===== src/wavetable_voice_mixer_defines.svh =====
// Assertion macros shared by the wavetable voice mixer modules.
`ifndef WAVETABLE_VOICE_MIXER_DEFINES_SVH
`define WAVETABLE_VOICE_MIXER_DEFINES_SVH

// Same-cycle implication, disabled during reset.
`define WVM_ASSERT_IMPLY(label, clk, rst, ante, cons) \
   label: assert property (@(posedge clk) disable iff (rst) (ante) |-> (cons)) \
      else $error("wvm assertion failed");

// Next-cycle implication, disabled during reset.
`define WVM_ASSERT_NEXT(label, clk, rst, ante, cons) \
   label: assert property (@(posedge clk) disable iff (rst) (ante) |=> (cons)) \
      else $error("wvm assertion failed");

`endif


===== src/wvm_pkg.sv =====
// Shared types, field widths and action codes for the wavetable voice mixer.
package wvm_pkg;

   localparam int ACTION_W  = 3;
   localparam int INDEX_W   = 10;
   localparam int KEY_W     = 7;
   localparam int VEL_W     = 7;
   localparam int SAMPLE_W  = 16;
   localparam int STEP_W    = 26;
   localparam int DAC_W     = 12;
   localparam int KEY_COUNT = 128;

   localparam int FRAC_W    = 16;
   localparam int VOL_SHIFT = 4;
   localparam int MIX_SHIFT = 10;
   localparam int DAC_BIAS  = 2048;
   localparam int DAC_MAX   = 4095;

   localparam logic [ACTION_W-1:0] ACT_TICK      = 3'd0;
   localparam logic [ACTION_W-1:0] ACT_NOTE_ON   = 3'd1;
   localparam logic [ACTION_W-1:0] ACT_NOTE_OFF  = 3'd2;
   localparam logic [ACTION_W-1:0] ACT_LOAD_WAVE = 3'd3;
   localparam logic [ACTION_W-1:0] ACT_LOAD_STEP = 3'd4;

   typedef enum logic [3:0] {
      ST_IDLE,
      ST_DISPATCH,
      ST_TICK,
      ST_DRAIN,
      ST_FINISH,
      ST_OFF,
      ST_ON_STEP,
      ST_ON_SCAN,
      ST_STEP_RED,
      ST_STEP_WR
   } wvm_state_type;

   typedef struct packed {
      logic latch;
      logic rd_issue;
      logic tick_en;
      logic off_en;
      logic acc_clear;
      logic wave_wr;
      logic red_step;
      logic step_wr;
      logic on_write;
      logic out_load;
   } wvm_cmd_type;

   typedef struct packed {
      logic [ACTION_W-1:0] action;
      logic                vel_zero;
      logic                cur_free;
      logic                off_match;
      logic                s1_last;
      logic                pipe_busy;
   } wvm_status_type;

   // Compare-subtract steps needed to bring a step value below the phase span.
   function automatic int red_step_count(input int table_size);
      int phase_w;
      int steps;
      phase_w = $clog2(table_size) + FRAC_W;
      steps   = STEP_W + 1 - phase_w;
      return (steps > 1) ? steps : 1;
   endfunction

endpackage


===== src/wvm_ctrl.sv =====
// Controller: sequences each word through dispatch, voice scans, reduction and output.
`include "wavetable_voice_mixer_defines.svh"

module wvm_ctrl #(
   parameter int  TABLE_SIZE  = 1024,
   parameter int  VOICE_COUNT = 16,
   localparam int VI_W      = (VOICE_COUNT > 1) ? $clog2(VOICE_COUNT) : 1,
   localparam int RED_STEPS = wvm_pkg::red_step_count(TABLE_SIZE),
   localparam int RC_W      = (RED_STEPS > 1) ? $clog2(RED_STEPS) : 1
) (
   input  logic                    clock,
   input  logic                    reset,
   input  logic                    req_valid,
   output logic                    req_ready,
   output logic                    rsp_valid,
   input  logic                    rsp_ready,
   output wvm_pkg::wvm_cmd_type    cmd,
   output logic [VI_W-1:0]         voice_idx,
   input  wvm_pkg::wvm_status_type status
);

   localparam logic [VI_W-1:0] LAST_VOICE = VI_W'(VOICE_COUNT - 1);
   localparam logic [RC_W-1:0] LAST_RED   = RC_W'(RED_STEPS - 1);

   wvm_pkg::wvm_state_type state_ff, state_in;
   logic [VI_W-1:0]        cnt_ff, cnt_in;
   logic [RC_W-1:0]        red_cnt_ff, red_cnt_in;
   logic                   rsp_valid_ff, rsp_valid_in;
   logic                   out_free;

   assign out_free = !rsp_valid_ff || rsp_ready;

   always_comb begin
      state_in = state_ff;
      unique case (state_ff)
         wvm_pkg::ST_IDLE: begin
            if (req_valid) state_in = wvm_pkg::ST_DISPATCH;
         end
         wvm_pkg::ST_DISPATCH: begin
            unique case (status.action)
               wvm_pkg::ACT_TICK:      state_in = wvm_pkg::ST_TICK;
               wvm_pkg::ACT_NOTE_ON:   state_in = status.vel_zero ? wvm_pkg::ST_OFF
                                                                  : wvm_pkg::ST_ON_STEP;
               wvm_pkg::ACT_NOTE_OFF:  state_in = wvm_pkg::ST_OFF;
               wvm_pkg::ACT_LOAD_STEP: state_in = wvm_pkg::ST_STEP_RED;
               default:                state_in = wvm_pkg::ST_IDLE;
            endcase
         end
         wvm_pkg::ST_TICK: begin
            if (cnt_ff == LAST_VOICE) state_in = wvm_pkg::ST_DRAIN;
         end
         wvm_pkg::ST_DRAIN: begin
            if (!status.pipe_busy) state_in = wvm_pkg::ST_FINISH;
         end
         wvm_pkg::ST_FINISH: begin
            if (out_free) state_in = wvm_pkg::ST_IDLE;
         end
         wvm_pkg::ST_OFF: begin
            if (status.off_match || status.s1_last) state_in = wvm_pkg::ST_IDLE;
         end
         wvm_pkg::ST_ON_STEP: begin
            state_in = wvm_pkg::ST_ON_SCAN;
         end
         wvm_pkg::ST_ON_SCAN: begin
            // take the first free voice, drop the note when none is left
            if (status.cur_free || cnt_ff == LAST_VOICE) state_in = wvm_pkg::ST_IDLE;
         end
         wvm_pkg::ST_STEP_RED: begin
            if (red_cnt_ff == LAST_RED) state_in = wvm_pkg::ST_STEP_WR;
         end
         wvm_pkg::ST_STEP_WR: begin
            state_in = wvm_pkg::ST_IDLE;
         end
         default: state_in = wvm_pkg::ST_IDLE;
      endcase
   end

   always_comb begin
      cmd       = '0;
      req_ready = 1'b0;
      unique case (state_ff)
         wvm_pkg::ST_IDLE: begin
            req_ready = 1'b1;
            cmd.latch = req_valid;
         end
         wvm_pkg::ST_DISPATCH: begin
            cmd.acc_clear = (status.action == wvm_pkg::ACT_TICK);
            cmd.wave_wr   = (status.action == wvm_pkg::ACT_LOAD_WAVE);
         end
         wvm_pkg::ST_TICK: begin
            cmd.rd_issue = 1'b1;
            cmd.tick_en  = 1'b1;
         end
         wvm_pkg::ST_DRAIN: begin
            cmd.tick_en = 1'b1;
         end
         wvm_pkg::ST_FINISH: begin
            cmd.out_load = out_free;
         end
         wvm_pkg::ST_OFF: begin
            cmd.rd_issue = 1'b1;
            cmd.off_en   = 1'b1;
         end
         wvm_pkg::ST_ON_STEP: begin
         end
         wvm_pkg::ST_ON_SCAN: begin
            cmd.on_write = status.cur_free;
         end
         wvm_pkg::ST_STEP_RED: begin
            cmd.red_step = 1'b1;
         end
         wvm_pkg::ST_STEP_WR: begin
            cmd.step_wr = 1'b1;
         end
         default: begin
         end
      endcase
   end

   always_comb begin
      cnt_in       = cnt_ff;
      red_cnt_in   = red_cnt_ff;
      rsp_valid_in = cmd.out_load || (rsp_valid_ff && !rsp_ready);
      unique case (state_ff)
         wvm_pkg::ST_DISPATCH: begin
            cnt_in     = '0;
            red_cnt_in = '0;
         end
         wvm_pkg::ST_TICK: begin
            cnt_in = cnt_ff + 1'b1;
         end
         wvm_pkg::ST_OFF, wvm_pkg::ST_ON_SCAN: begin
            // hold on the last voice
            if (cnt_ff != LAST_VOICE) cnt_in = cnt_ff + 1'b1;
         end
         wvm_pkg::ST_STEP_RED: begin
            red_cnt_in = red_cnt_ff + 1'b1;
         end
         default: begin
         end
      endcase
   end

   always_ff @(posedge clock) begin
      if (reset) begin
         state_ff     <= wvm_pkg::ST_IDLE;
         cnt_ff       <= '0;
         red_cnt_ff   <= '0;
         rsp_valid_ff <= 1'b0;
      end else begin
         state_ff     <= state_in;
         cnt_ff       <= cnt_in;
         red_cnt_ff   <= red_cnt_in;
         rsp_valid_ff <= rsp_valid_in;
      end
   end

   assign voice_idx = cnt_ff;
   assign rsp_valid = rsp_valid_ff;

   `WVM_ASSERT_NEXT(a_accept_dispatch, clock, reset, req_valid && req_ready, state_ff == wvm_pkg::ST_DISPATCH)
   `WVM_ASSERT_NEXT(a_load_shows_valid, clock, reset, cmd.out_load, rsp_valid_ff)

endmodule


===== config.mk =====
export PLATFORM = sky130hd
export DESIGN_NAME = wvm_ctrl
export DESIGN_NICKNAME = d
export VERILOG_FILES = /design/src/wvm_pkg.sv /design/src/wvm_ctrl.sv
export VERILOG_INCLUDE_DIRS = /design/src /design/src/src
export SDC_FILE = /design/constraint.sdc
export NUM_CORES = 1
export LEC_CHECK = 0
export BUFFER_PORTS_ARGS = -buffer_cell sky130_fd_sc_hd__buf_2
export CAP_MARGIN = 10
export CORE_ASPECT_RATIO = 0.8
export CORE_MARGIN = 5
export CORE_UTILIZATION = 49
export CTS_CLUSTER_DIAMETER = 60
export DETAILED_ROUTE_END_ITERATION = 12
export PLACE_DENSITY = 0.75
export SYNTH_ARGS = -nofsm -noshare
export SYNTH_HDL_FRONTEND = slang
export SYNTH_SLANG_ARGS = --single-unit

===== constraint.sdc =====
create_clock -name clock -period 2.1 [get_ports clock]
set_clock_uncertainty 0.2 [all_clocks]
set_input_delay 0.42 -clock clock [delete_from_list [all_inputs] [get_ports clock]]
set_output_delay 0.42 -clock clock [all_outputs]
set_load 0.02 [all_outputs]

* Word level (Yosys, flattened, before mapping)
Cells that the tools add are included.
** Cells by class
- Reductions and logical operators :: 16
- Equal/unequal tests :: 23
- Muxes and demuxes :: 23
- Add/subtract/negate cells :: 2
** Operators with widths (number)
- one-hot mux 4 bit (9 select lines) :: 1
- two-way mux 4 bit :: 8
- equality test 4 x 3 -> 1 bit, second input constant :: 4
- inequality test 2 bit, second input constant :: 8
- one-hot mux 4 bit (4 select lines) :: 1
- equality test 4 bit, second input constant :: 3
- one-hot mux 4 bit (3 select lines) :: 1
- two-way mux 1 bit :: 9
- equality test 4 x 2 -> 1 bit, second input constant :: 2
- AND reduction 7 bit :: 1
- equality test 3 x 2 -> 1 bit, second input constant :: 2
- OR reduction 2 bit :: 3
- adder 4 x 1 -> 4 bit, second input constant :: 1
- equality test 4 x 1 -> 1 bit, second input constant :: 1
- logical NOT 4 bit :: 1
- logical OR 1 bit :: 4
- two-way mux 2 bit :: 2
- inequality test 4 bit, second input constant :: 1
- equality test 3 x 1 -> 1 bit, second input constant :: 1
- equality test 3 bit, second input constant :: 1
- logical NOT 3 bit :: 1
- nonzero test 3 bit :: 1
- logical NOT 1 bit :: 2
- one-hot mux 1 bit (2 select lines) :: 1
- other kinds (4) :: 4
** Word-level totals
- Register bits :: 10
- Input port bits :: 12
- Output and inout port bits :: 16

* Depth between registers and ports, before layout
- Depth after elaboration :: 4
- Depth in mapped cells :: 6
- Gate-level depth less buffers :: 5

* Least setup slack after synthesis
No wires, ideal clock.
- Path type :: register -> output
- From :: register state_ff[0]
- To :: output port cmd[9] (netlist name)
- Arrival :: 1.625 ns
- Stages on the path, launching flop included :: 4
- Setup slack :: -0.145 ns
- Required time :: 1.480 ns
- Buffers on the path :: 1
- Cell sequence :: dfxtp_1 > buf_6 > nor4_1 > and2_1
** RTL lines
- start: declaration :: RTL line wvm_ctrl.sv:25 : wvm_pkg::wvm_state_type state_ff, state_in;
- start signal: assignment :: RTL line wvm_ctrl.sv:146 : state_ff <= wvm_pkg::ST_IDLE;
- start signal: assignment :: RTL line wvm_ctrl.sv:151 : state_ff <= state_in;
- end: declaration :: RTL line wvm_ctrl.sv:17 : output wvm_pkg::wvm_cmd_type cmd,

==> flow_summary.json <==
{
  "status": "finished with violations",
  "violations": "setup timing",
  "place_inst": 154,
  "ff2ff_setup_slack_ps": 100,
  "dieArea_um2": 2672,
  "clk_latency_ps": 260,
  "async_reset_ff_frac": 0,
  "crit_start": "state_ff[3]",
  "post-route-util": 0.7083,
  "post-route-period-util": 1.019,
  "postSynthCellCount": 106,
  "wire_per_inst_um": 15.91,
  "worst-setup-path-type": "flip-flop to primary output",
  "die_x_um": 56.56,
  "mostFrequentLayoutCell": "buf_2",
  "path_max_fanout": 4,
  "drtPass1Iterations": 4,
  "grt_util_all_layers": 0.1929,
  "setup_violations": 3,
  "cts.htree.levels": 1,
  "ys_warn_count": 0,
  "initial_core_util": 0.5171,
  "maxCapViolCount": 0,
  "postCtsHoldBufs": 0,
  "clk_path_buf_depth": 2,
  "synth_top_flop_cell": "dfxtp_1",
  "syn_area_um2": 849.6,
  "grt_max_degree": 15,
  "final_cell_area_um2": 1164,
  "min_period_ps": 2140,
  "area_growth_syn_to_layout_pct": 36.97,
  "slew_headroom": 0.6706,
  "layout.nets": 156,
  "grt-busiest-layer": "met2",
  "placed_area_um2": 1036,
  "clkSinkCount": 10,
  "mostFrequentLayoutCells": "buf_2, buf_4, a21oi_1, dfxtp_1",
  "place.gp.congestion": 0.8345,
  "cp-start-kind": "flip-flop",
  "cts_root_buffer": "clkbuf_4",
  "power.total_mw": 0.9426,
  "vias_per_cell": 6.209,
  "r2r-start": "voice_idx[0]",
  "met2_usage": 0.3410,
  "grt_pass1_vias": 921,
  "layout-drive-gt1-share": 0.4255,
  "ir_drop_uv": 418.8,
  "antenna_found_initial": 0,
  "synth_cell_types": 42,
  "stdcell_count": 163,
  "dp_hpwl_um": 1735,
  "arrival_ps": 1520,
  "synth_edf_count": 0,
  "place_worst_setup_slack_ps": 120.2,
  "leakage_nw": 0.4988,
  "slew_violations": 0,
  "syn_avg_cell_area_um2": 8.015,
  "clock.fmax_mhz": 467.4,
  "die_h_um": 47.24,
  "finalHoldViolCount": 0,
  "reg2reg_depth": 5,
  "drt_iter0_drc": 69,
  "drcViolationCount": 0,
  "grtUsageMet1": 0.2290,
  "path_clk_slew_ps": 60,
  "ys_seq_elements": 10,
  "wl_um": 2593,
  "powerDensity_nw_per_um2": 810.0,
  "cts_tree": "built",
  "cts_buffers": 3,
  "via_count": 1012,
  "io_buffers": 27,
  "final.setup.tns_ps": -89.72,
  "fin_hold_ws_ps": 241.9,
  "n_antenna_cell": 0,
  "setup_slack_ps": -39.50,
  "grt_use_met3": 0.06319,
  "crit_end": "cmd[4]",
  "rsz0062_at_grt": "true",
  "min_from": "reset",
  "coreArea_um2": 1643,
  "rows": 13,
  "antenna_left": 0,
  "cp.required_ps": 1480,
  "grt_overflow": 0,
  "end_kind": "primary output",
  "io_pins": 28,
  "worstMarginPinSlew_ps": 490.0,
  "min-delay-path-class": "input port to flip-flop",
  "syn-num-nets": 119,
  "reg2reg_to": "voice_idx[3]",
  "synth-seq-area-share": 0.2356,
  "grt_pass1_wl_um": 3974
}
==> synthesized netlist by cell type, drive strengths merged, types with 2 or more instances <==
master | count | share of area
clkbuf | 5 | 0.022
nor3 | 7 | 0.041
nand2 | 6 | 0.035
mux2i | 3 | 0.035
o22a | 2 | 0.021
buf | 3 | 0.032
inv | 4 | 0.018
and2 | 2 | 0.015
o22ai | 2 | 0.015
nand2b | 6 | 0.044
xnor2 | 2 | 0.021
a211oi | 3 | 0.027
o21ai | 4 | 0.024
nor2 | 6 | 0.027
or4b | 2 | 0.028
nand3 | 4 | 0.024
nor4b | 2 | 0.021
o221ai | 2 | 0.028
nand3b | 3 | 0.027
dfxtp | 10 | 0.24
and3 | 2 | 0.015
a21oi | 7 | 0.041
or2 | 2 | 0.015
nor4 | 4 | 0.037
==> worst min path at each step <==
| stage | to | slack [ps] | depth (start not counted) |
|---|---|---|---|
| floorplan | red_cnt_ff | 270 | 2 |
| global placement | red_cnt_ff | 290 | 2 |
| detailed placement | red_cnt_ff | 300 | 2 |
| CTS | red_cnt_ff | 220 | 2 |
| global route | rsp_valid | 230 | 2 |
| finish | rsp_valid | 240 | 2 |
==> state kept, by name, summed over array words and instances (netlist names) <==
signal,count
state_ff,4
rsp_valid,1
voice_idx,4
red_cnt_ff,1
==> layer usage <==
metal	wire [um]	share of wire	vias up
met3	231	0.089	10
met2	1199	0.46	54
met1	1087	0.42	470
met5	0	0	-
met4	75	0.029	0
li1	-	-	478
==> layout make-up <==
type | count | area (um^2)
repair buffers | 40 | 246.5
flip-flops and latches | 10 | 209.0
fillers | 135 | 479.2
clock buffers | 3 | 22.52
multi-input cells | 84 | 639.4
inverters | 4 | 18.77
well taps | 22 | 27.53
==> critical path, cell delays in order, from the launching register on <==
cell and delay, ps:
dfxtp_4 350, or4b_4 590, nor3_2 160, buf_4 160
==> cells by family after synthesis <==
kind of cell	Yosys count	synth area share
adder cells (fa/ha/maj)	1	0.01473
AND/OR/NAND/NOR	50	0.3667
buffers and inverters	12	0.07215
multiplexers	3	0.03535
flip-flops	10	0.2356
XOR/XNOR	2	0.02062
AO/OA/AOI/OAI	28	0.2548
==> power breakdown <==
part / internal (mW) / switching [mW] / total (mW)
Combinational: 0.251 / 0.331 / 0.582
Clock: 0.0660 / 0.0614 / 0.127
Sequential: 0.211 / 0.0218 / 0.233
==> repair_timing <==
action | CTS | global route
pin swaps | 2 | 3
buffers inserted | 4 | 2
gates cloned | 0 | 0
resized for setup | 7 | 9
setup endpoints to repair | 5 | 6
Note: power is estimated with default switching activity, not from simulation.
